--- src/rtl/core/dnle_pkg.sv ---
`timescale 1ns / 1ps
`default_nettype none
// ----------------------------------------------------------------------------
// DNS name label encoder package
// Shared widths, character codes and the words passed between front and back.
// ----------------------------------------------------------------------------
package dnle_pkg;

  localparam int LEN_W      = 6;    // label length, up to 62
  localparam int NAME_CNT_W = 8;    // name character count, up to NAME_MAX
  localparam int NAME_MAX   = 255;

  localparam logic [7:0] CH_END = 8'd0;
  localparam logic [7:0] CH_DOT = 8'd46;

  // One command per name event: a label to replay and/or a closing word.
  typedef struct packed {
    logic             has_label;
    logic [LEN_W-1:0] len;
    logic             bank;
    logic             term;
    logic             err;
  } cmd_t;

  typedef struct packed {
    logic             en;
    logic             bank;
    logic [LEN_W-1:0] idx;
    logic [7:0]       data;
  } ram_wr_t;

  typedef struct packed {
    logic en;
    logic bank;
  } release_t;

  typedef struct packed {
    logic [7:0] data;
    logic       last;
    logic       err;
  } out_t;

endpackage
`default_nettype wire

--- src/rtl/core/dns_name_label_encoder_unit.sv ---
`timescale 1ns / 1ps
`default_nettype none
// ----------------------------------------------------------------------------
// DNS name label encoder
// Turns a dotted host name, one character a word, into DNS wire form.
// ----------------------------------------------------------------------------
//   channel  | handshake   | fields
//   ---------+-------------+---------------------------
//   input    | push / full | ch
//   result   | empty / pop | out_byte, last, error
//
// The front takes one character per cycle and writes it into one of two
// label banks. For each label the back fetches its command, then emits its
// length word and then its characters. The front stalls while the bank
// it would fill is still being replayed or the command queue is full.
// Reset (rst, synchronous) empties both queues and clears all counts.
// ----------------------------------------------------------------------------
module dns_name_label_encoder_unit #(
  parameter int LABEL_MAX = 62
) (
  input  wire logic       clk,
  input  wire logic       rst,
  input  wire logic       push,
  output logic            full,
  input  wire logic [7:0] ch,
  output logic            empty,
  input  wire logic       pop,
  output logic [7:0]      out_byte,
  output logic            last,
  output logic            error
);

  dnle_pkg::cmd_t     cmd;
  dnle_pkg::cmd_t     q_head;
  dnle_pkg::ram_wr_t  wr;
  dnle_pkg::release_t rel;
  logic               cmd_push;
  logic               q_full;
  logic               q_empty;
  logic               q_pop;

  dnle_front #(
    .LABEL_MAX (LABEL_MAX)
  ) u_front (
    .clk      (clk),
    .rst      (rst),
    .push     (push),
    .full     (full),
    .ch       (ch),
    .q_full   (q_full),
    .cmd_push (cmd_push),
    .cmd      (cmd),
    .wr       (wr),
    .rel      (rel)
  );

  dnle_cmd_queue u_queue (
    .clk     (clk),
    .rst     (rst),
    .wr_en   (cmd_push),
    .wr_cmd  (cmd),
    .q_full  (q_full),
    .rd_en   (q_pop),
    .rd_cmd  (q_head),
    .q_empty (q_empty)
  );

  dnle_back #(
    .LABEL_MAX (LABEL_MAX)
  ) u_back (
    .clk      (clk),
    .rst      (rst),
    .wr       (wr),
    .rel      (rel),
    .q_head   (q_head),
    .q_empty  (q_empty),
    .q_pop    (q_pop),
    .empty    (empty),
    .pop      (pop),
    .out_byte (out_byte),
    .last     (last),
    .error    (error)
  );

endmodule
`default_nettype wire

--- src/rtl/core/dnle_cmd_queue.sv ---
`timescale 1ns / 1ps
`default_nettype none
// ----------------------------------------------------------------------------
// Command queue
// Two-entry queue of label commands between the front and the back.
// ----------------------------------------------------------------------------
module dnle_cmd_queue (
  input  wire logic          clk,
  input  wire logic          rst,
  input  wire logic          wr_en,
  input  wire dnle_pkg::cmd_t wr_cmd,
  output logic               q_full,
  input  wire logic          rd_en,
  output dnle_pkg::cmd_t     rd_cmd,
  output logic               q_empty
);

  dnle_pkg::cmd_t entries [0:1];
  logic       wr_ptr;
  logic       rd_ptr;
  logic [1:0] count;

  assign q_full  = (count == 2'd2);
  assign q_empty = (count == 2'd0);
  assign rd_cmd  = entries[rd_ptr];

  always_ff @(posedge clk) begin
    if (wr_en) begin
      entries[wr_ptr] <= wr_cmd;
    end
  end

  always_ff @(posedge clk) begin
    if (rst) begin
      wr_ptr <= 1'b0;
      rd_ptr <= 1'b0;
      count  <= 2'd0;
    end else begin
      if (wr_en) begin
        wr_ptr <= ~wr_ptr;
      end
      if (rd_en) begin
        rd_ptr <= ~rd_ptr;
      end
      case ({wr_en, rd_en})
        2'b10:   count <= count + 2'd1;
        2'b01:   count <= count - 2'd1;
        default: count <= count;
      endcase
    end
  end

endmodule
`default_nettype wire

--- src/rtl/core/dnle_front.sv ---
`timescale 1ns / 1ps
`default_nettype none
// ----------------------------------------------------------------------------
// Front end
// Classifies name characters, fills the label banks and issues commands.
// ----------------------------------------------------------------------------
module dnle_front #(
  parameter int LABEL_MAX = 62
) (
  input  wire logic              clk,
  input  wire logic              rst,
  input  wire logic              push,
  output logic                   full,
  input  wire logic [7:0]        ch,
  input  wire logic              q_full,
  output logic                   cmd_push,
  output dnle_pkg::cmd_t         cmd,
  output dnle_pkg::ram_wr_t      wr,
  input  wire dnle_pkg::release_t rel
);

  logic [dnle_pkg::LEN_W-1:0]      label_count, label_count_next;
  logic [dnle_pkg::NAME_CNT_W-1:0] name_count, name_count_next;
  logic                            overflow_seen, overflow_seen_next;
  logic                            bank, bank_next;
  logic [1:0]                      busy, busy_next;
  logic                            accept;
  logic                            is_end;
  logic                            is_dot;

  // Hold off while the bank being filled is still being replayed or the command queue is full.
  assign full   = q_full | busy[bank];
  assign accept = push & ~full;
  assign is_end = (ch == dnle_pkg::CH_END);
  assign is_dot = (ch == dnle_pkg::CH_DOT);

  always_comb begin
    label_count_next   = label_count;
    name_count_next    = name_count;
    overflow_seen_next = overflow_seen;
    bank_next          = bank;
    busy_next          = busy;
    cmd_push           = 1'b0;
    cmd                = '0;
    cmd.bank           = bank;
    cmd.len            = label_count;
    wr                 = '0;
    wr.bank            = bank;
    wr.idx             = label_count;
    wr.data            = ch;

    if (rel.en) begin
      busy_next[rel.bank] = 1'b0;
    end

    if (accept) begin
      if (overflow_seen) begin
        if (is_end) begin
          cmd_push           = 1'b1;
          cmd.term           = 1'b1;
          cmd.err            = 1'b1;
          label_count_next   = '0;
          name_count_next    = '0;
          overflow_seen_next = 1'b0;
        end
      end else if (is_end) begin
        cmd_push           = 1'b1;
        cmd.has_label      = (label_count != '0);
        cmd.term           = 1'b1;
        label_count_next   = '0;
        name_count_next    = '0;
        overflow_seen_next = 1'b0;
        if (label_count != '0) begin
          busy_next[bank] = 1'b1;
          bank_next       = ~bank;
        end
      end else if (name_count >= dnle_pkg::NAME_CNT_W'(dnle_pkg::NAME_MAX)) begin
        overflow_seen_next = 1'b1;
      end else if (is_dot) begin
        cmd_push         = 1'b1;
        cmd.has_label    = 1'b1;
        name_count_next  = name_count + 1'b1;
        label_count_next = '0;
        busy_next[bank]  = 1'b1;
        bank_next        = ~bank;
      end else if (label_count >= dnle_pkg::LEN_W'(LABEL_MAX)) begin
        overflow_seen_next = 1'b1;
      end else begin
        wr.en            = 1'b1;
        label_count_next = label_count + 1'b1;
        name_count_next  = name_count + 1'b1;
      end
    end
  end

  always_ff @(posedge clk) begin
    if (rst) begin
      label_count   <= '0;
      name_count    <= '0;
      overflow_seen <= 1'b0;
      bank          <= 1'b0;
      busy          <= 2'b00;
    end else begin
      label_count   <= label_count_next;
      name_count    <= name_count_next;
      overflow_seen <= overflow_seen_next;
      bank          <= bank_next;
      busy          <= busy_next;
    end
  end

endmodule
`default_nettype wire

--- src/rtl/core/dnle_back.sv ---
`timescale 1ns / 1ps
`default_nettype none
// ----------------------------------------------------------------------------
// Back end
// Replays each label from its bank after the length word and closes names.
// ----------------------------------------------------------------------------
module dnle_back #(
  parameter int LABEL_MAX = 62
) (
  input  wire logic              clk,
  input  wire logic              rst,
  input  wire dnle_pkg::ram_wr_t wr,
  output dnle_pkg::release_t     rel,
  input  wire dnle_pkg::cmd_t    q_head,
  input  wire logic              q_empty,
  output logic                   q_pop,
  output logic                   empty,
  input  wire logic              pop,
  output logic [7:0]             out_byte,
  output logic                   last,
  output logic                   error
);

  localparam int IDX_W = (LABEL_MAX > 1) ? $clog2(LABEL_MAX) : 1;

  typedef enum logic [1:0] {
    S_IDLE,
    S_LEN,
    S_DATA,
    S_TERM
  } state_t;

  state_t                     state;
  dnle_pkg::cmd_t             cur;
  logic [dnle_pkg::LEN_W-1:0] idx;

  logic [7:0] label_store [0:1][0:LABEL_MAX-1];
  logic [7:0] rdata;

  // word in flight between sequencer and output queue
  logic       p_valid;
  logic       p_mem;
  logic [7:0] p_byte;
  logic       p_last;
  logic       p_err;

  dnle_pkg::out_t oq [0:3];
  logic [1:0]     oq_wr_ptr;
  logic [1:0]     oq_rd_ptr;
  logic [2:0]     oq_count;
  logic           oq_pop;
  dnle_pkg::out_t oq_in;

  logic       can_produce;
  logic       produce;
  logic       prod_mem;
  logic [7:0] prod_byte;
  logic       prod_last;
  logic       prod_err;
  logic       label_done;

  assign can_produce = ((oq_count + {2'b00, p_valid}) < 3'd4);
  assign q_pop       = (state == S_IDLE) & ~q_empty;
  assign label_done  = (idx == (cur.len - 1'b1));

  always_comb begin
    produce   = 1'b0;
    prod_mem  = 1'b0;
    prod_byte = 8'd0;
    prod_last = 1'b0;
    prod_err  = 1'b0;
    rel       = '0;
    rel.bank  = cur.bank;
    case (state)
      S_LEN: begin
        produce   = can_produce;
        prod_byte = {{(8 - dnle_pkg::LEN_W){1'b0}}, cur.len};
        rel.en    = can_produce & (cur.len == '0);
      end
      S_DATA: begin
        produce  = can_produce;
        prod_mem = 1'b1;
        rel.en   = can_produce & label_done;
      end
      S_TERM: begin
        produce   = can_produce;
        prod_last = 1'b1;
        prod_err  = cur.err;
      end
      default: begin
        produce = 1'b0;
      end
    endcase
  end

  always_ff @(posedge clk) begin
    if (wr.en) begin
      label_store[wr.bank][wr.idx[IDX_W-1:0]] <= wr.data;
    end
    if (produce & prod_mem) begin
      rdata <= label_store[cur.bank][idx[IDX_W-1:0]];
    end
  end

  always_ff @(posedge clk) begin
    if (rst) begin
      state   <= S_IDLE;
      p_valid <= 1'b0;
    end else begin
      p_valid <= produce;
      case (state)
        S_IDLE: begin
          if (!q_empty) begin
            cur   <= q_head;
            state <= q_head.has_label ? S_LEN : S_TERM;
          end
        end
        S_LEN: begin
          if (can_produce) begin
            idx <= '0;
            if (cur.len == '0) begin
              state <= cur.term ? S_TERM : S_IDLE;
            end else begin
              state <= S_DATA;
            end
          end
        end
        S_DATA: begin
          if (can_produce) begin
            idx <= idx + 1'b1;
            if (label_done) begin
              state <= cur.term ? S_TERM : S_IDLE;
            end
          end
        end
        S_TERM: begin
          if (can_produce) begin
            state <= S_IDLE;
          end
        end
        default: begin
          state <= S_IDLE;
        end
      endcase
    end
    p_mem  <= prod_mem;
    p_byte <= prod_byte;
    p_last <= prod_last;
    p_err  <= prod_err;
  end

  // output queue
  assign oq_in.data = p_mem ? rdata : p_byte;
  assign oq_in.last = p_last;
  assign oq_in.err  = p_err;
  assign empty      = (oq_count == 3'd0);
  assign oq_pop     = pop & ~empty;
  assign out_byte   = oq[oq_rd_ptr].data;
  assign last       = oq[oq_rd_ptr].last;
  assign error      = oq[oq_rd_ptr].err;

  always_ff @(posedge clk) begin
    if (p_valid) begin
      oq[oq_wr_ptr] <= oq_in;
    end
  end

  always_ff @(posedge clk) begin
    if (rst) begin
      oq_wr_ptr <= 2'd0;
      oq_rd_ptr <= 2'd0;
      oq_count  <= 3'd0;
    end else begin
      if (p_valid) begin
        oq_wr_ptr <= oq_wr_ptr + 2'd1;
      end
      if (oq_pop) begin
        oq_rd_ptr <= oq_rd_ptr + 2'd1;
      end
      case ({p_valid, oq_pop})
        2'b10:   oq_count <= oq_count + 3'd1;
        2'b01:   oq_count <= oq_count - 3'd1;
        default: oq_count <= oq_count;
      endcase
    end
  end

endmodule
`default_nettype wire

--- config.mk ---
export PLATFORM = sky130hd
export DESIGN_NAME = dns_name_label_encoder_unit
export DESIGN_NICKNAME = d
export VERILOG_FILES = /design/src/rtl/core/dnle_pkg.sv /design/src/rtl/core/dns_name_label_encoder_unit.sv /design/src/rtl/core/dnle_cmd_queue.sv /design/src/rtl/core/dnle_front.sv /design/src/rtl/core/dnle_back.sv
export SDC_FILE = /design/constraint.sdc
export NUM_CORES = 1
export LEC_CHECK = 0
export BUFFER_PORTS_ARGS = -buffer_cell sky130_fd_sc_hd__buf_2
export CAP_MARGIN = 10
export CORE_MARGIN = 2
export CORE_UTILIZATION = 30
export CTS_CLUSTER_DIAMETER = 60
export DETAILED_ROUTE_END_ITERATION = 8
export PLACE_DENSITY = 0.46
export SKIP_LAST_GASP = 1
export SLEW_MARGIN = 30
export SYNTH_ARGS = -nofsm -noshare
export SYNTH_HDL_FRONTEND = slang
export SYNTH_SLANG_ARGS = --single-unit
--- constraint.sdc ---
create_clock -name clk -period 8.3 [get_ports clk]
set_input_delay 1.245 -clock clk [delete_from_list [all_inputs] [get_ports clk]]
set_output_delay 1.245 -clock clk [all_outputs]
set_load 0.05 [all_outputs]
==> flow_summary_export.csv <==
group,metric,value,unit
sta,slew_viol_final,0,
placement,place_congestion,0.819,
sta,worstMarginPinSlew,0.979,ns
sta,hold_viol,0,
clock_tree,cts_root_buf,"clkbuf_16",
hold_path,whs_path_depth,0,
clock_tree,numClockSinks,1120,
logic_synthesis,synth_seq_cells,1120,
floorplanning,chipHeight,387,um
global_routing,grt_overflow,0,
critical_path,rr_worst_depth,7,
logic_synthesis,synthCells,2339,
logic_synthesis,synthFlopType,"edfxtp_1",
clock_tree,cts_buffers,119,
floorplanning,dieArea,150000,sq um
power_and_ir_drop,switching_share,26.5,%
placement,place_inst,4195,
route,drt-initial-drc-count,2022,
power_and_ir_drop,p_int,9.83,mW
route,drc_errors,0,
critical_path,cp.required,8.61,ns
route,vias,22553,
hold_path,hp-start,"u_back.p_last",
floorplanning,core_region_area,146000,sq um
logic_synthesis,yosysMostFrequentCell,"edfxtp_1",
global_routing,grt_pass1_vias,23011,
sta,period_minus_slack,4.79,ns
critical_path,regToRegSetupSlack,3.83,ns
cells_and_area,final_nets,2428,
route,ant_nets,0,
critical_path,path_class,"in2reg",
logic_synthesis,netlist_top_cells_count,"edfxtp_1, mux4_2, mux2i_1, nor2_1, nand2_1",
route,via_per_inst,5.11,
floorplanning,ios,24,
status,status,"finished clean",
clock_tree,post_cts_resized,0,
power_and_ir_drop,p_comb_share,13.4,%
clock_tree,clockBufferDepth,3,
critical_path,reg2reg_from,"u_front.bank",
logic_synthesis,synth_edf_count,1075,
sta,rsz0062_at_grt,"false",
sta,fmax,209,MHz
route,first_pass_iters,5,
clock_tree,clk_latency,0.76,ns
route,wl,123000,um
logic_synthesis,synth_area_leader_cell,"edfxtp_1",
floorplanning,initial_core_util,30.2,%
placement,hpwl,75200,um
floorplanning,die_w,387,um
logic_synthesis,syn_area,44000,sq um
flow_run,cap_violations,0,
logic_synthesis,synthDistinctLibCells,64,
logic_synthesis,ys_warn_count,0,
clock_tree,cts_post_setup_buffers_inserted,0,
logic_synthesis,yosysSeqAreaShare,75.4,%
sta,finClkSkew,0.0853,ns
placement,io_buffers,23,
hold_path,holdPathEnd,"u_back.oq[2][1]",
critical_path,cp-start-kind,"input port",
route,wl_per_cell,27.7,um
power_and_ir_drop,ir_drop,154,uV
logic_synthesis,yosysTopAreaCellShare,73.4,%
floorplanning,rows,140,
logic_synthesis,postSynthAreaPerCell,18.8,sq um
global_routing,grt_start_max_net_pins,117,
logic_synthesis,synth_async_sr_flop_share,0,%
sta,max_slew_margin,33.1,%
power_and_ir_drop,p_per_area,266,nW/um^2
critical_path,rr_endpoint,"u_back.label_store[1][494]",
sta,setup_tns,0,ns
logic_synthesis,netlist_top_cells_area,"edfxtp_1, mux4_2, mux2i_1, dfxtp_1, nor2_1",
power_and_ir_drop,p_seq_share,47.4,%
cells_and_area,fin_cells,4416,
logic_synthesis,syn_nets,2368,
clock_tree,cts_tree,"yes",
critical_path,critPathMaxFanout,63,
hold_path,hold_class,"reg2reg",
critical_path,cp.arrival,5.10,ns
global_routing,grt_first_pass_wirelength,176000,um
clock_tree,htree_levels,3,
cells_and_area,fillCellCount,13594,
power_and_ir_drop,p_clk_share,39.2,%
sta,post-route-period-util,57.7,%
critical_path,cp-end-kind,"flip-flop",
global_routing,grt_usage,16.2,%
cells_and_area,drive_gt1_share,19.0,%
clock_tree,ctsHoldBuffers,0,
power_and_ir_drop,switchingPower,3.54,mW
global_routing,antenna_found_initial,5,
sta,setup_viol,0,
clock_tree,clkTransAtPathRegs,0.06,ns
cells_and_area,syn2layout_area_growth,14.1,%
power_and_ir_drop,p_leak,15.8,nW
kinds of logic after synthesis:
kind of cell / share of synthesized area, %
xor+xnor: 0.518
simple gates: 3.74
flops: 75.4
fa+ha+maj: 0.501
compound gates: 4.04
mux: 14.1
buf+inv: 1.64
worst max-delay path by stage:
stage | startpoint | end | slack [ns] | depth (start not counted)
after global placement | ch[2] | u_back.label_store[1][491] | 2.91 | 8
after CTS | ch[2] | u_back.label_store[1][494] | 3.55 | 8
final | ch[2] | u_back.label_store[1][494] | 3.51 | 8
after detailed placement | ch[2] | u_back.label_store[1][491] | 2.80 | 8
after floorplan | ch[7] | u_back.label_store[1][144] | 4.79 | 8
after global routing | ch[2] | u_back.label_store[1][491] | 3.32 | 8
per-layer routing:
metal	up-vias	routed length (um)	track usage (%)
met1	12030	53700	22.2
met2	741	58700	26.5
met5	-	26	0
met4	4	3030	4.31
met3	172	7020	2.81
li1	9606	-	-
power groups by stage:
stage / logic [mW] / registers [mW] / clock network (mW)
6_report: 1.79 / 6.34 / 5.25
5_1_grt: 1.88 / 6.34 / 5.56
4_1_cts: 1.81 / 6.34 / 5.35
3_5_place_dp: 1.80 / 6.46 / 0
3_3_place_gp: 1.79 / 6.45 / 0
2_1_floorplan: 1.01 / 6.42 / 0
layout make-up:
| cell class | count | area, sq um | share of cell area (%) |
|---|---|---|---|
| tap | 1917 | 2400 | 4.78 |
| antenna | 1 | 2.50 | 0.00498 |
| clock buffer | 144 | 3100 | 6.18 |
| multi-input combinational | 1069 | 10100 | 20.2 |
| sequential | 1120 | 33200 | 66.1 |
| inverter | 22 | 82.6 | 0.164 |
| timing repair buffer | 67 | 528 | 1.05 |
| clock inverter | 76 | 776 | 1.54 |
layout by cell type, fill, tap and decap left out, drive strengths merged, types with 14 or more instances in the layout:
cell    count
ha         16
clkbuf    144
buf        67
nor2      171
inv        26
o21ai      50
nand2      95
mux4      187
and2       14
a31oi      15
o221ai     32
mux2       26
dfxtp      45
edfxtp   1075
nand3      29
a21oi      77
mux2i     171
clkinv     51
a221oi     21
xnor2      17
per-stage QoR:
step                      worst slack, ns  area, sq um  hold WS, ns  utilization [%]  power [mW]
after floorplan                      4.79        44000        0.424                -        7.43
after global placement               2.91        46300        0.462             31.8        8.25
after detailed placement             2.80        46300        0.466             31.8        8.26
after CTS                            3.55        50200        0.479             34.5        13.5
after global routing                 3.32        50200        0.507             34.5        13.8
final                                3.51        50200        0.476             34.5        13.4
state kept, by name, summed over array words and instances, names as in the netlist, 2 cells and up, named ones only:
signal / cells
u_front.name_count: 8
u_back.p_byte: 6
u_back.cur: 8
u_queue.count: 2
u_back.rdata: 8
u_back.state: 2
u_front.busy: 2
u_back.oq: 40
u_back.idx: 6
u_back.oq_wr_ptr: 2
u_back.label_store: 992
u_back.oq_count: 3
u_front.label_count: 6
u_queue.entries: 20
u_back.oq_rd_ptr: 2
critical path: stages:
cell and delay, ns:
buf_4 0.60, or4_1 0.30, a21oi_1 0.08, nor4_1 0.73, nor2b_1 0.37, nand2_1 0.57, buf_4 0.44, nor2_1 0.60
Power figures use the tool's default switching activity.
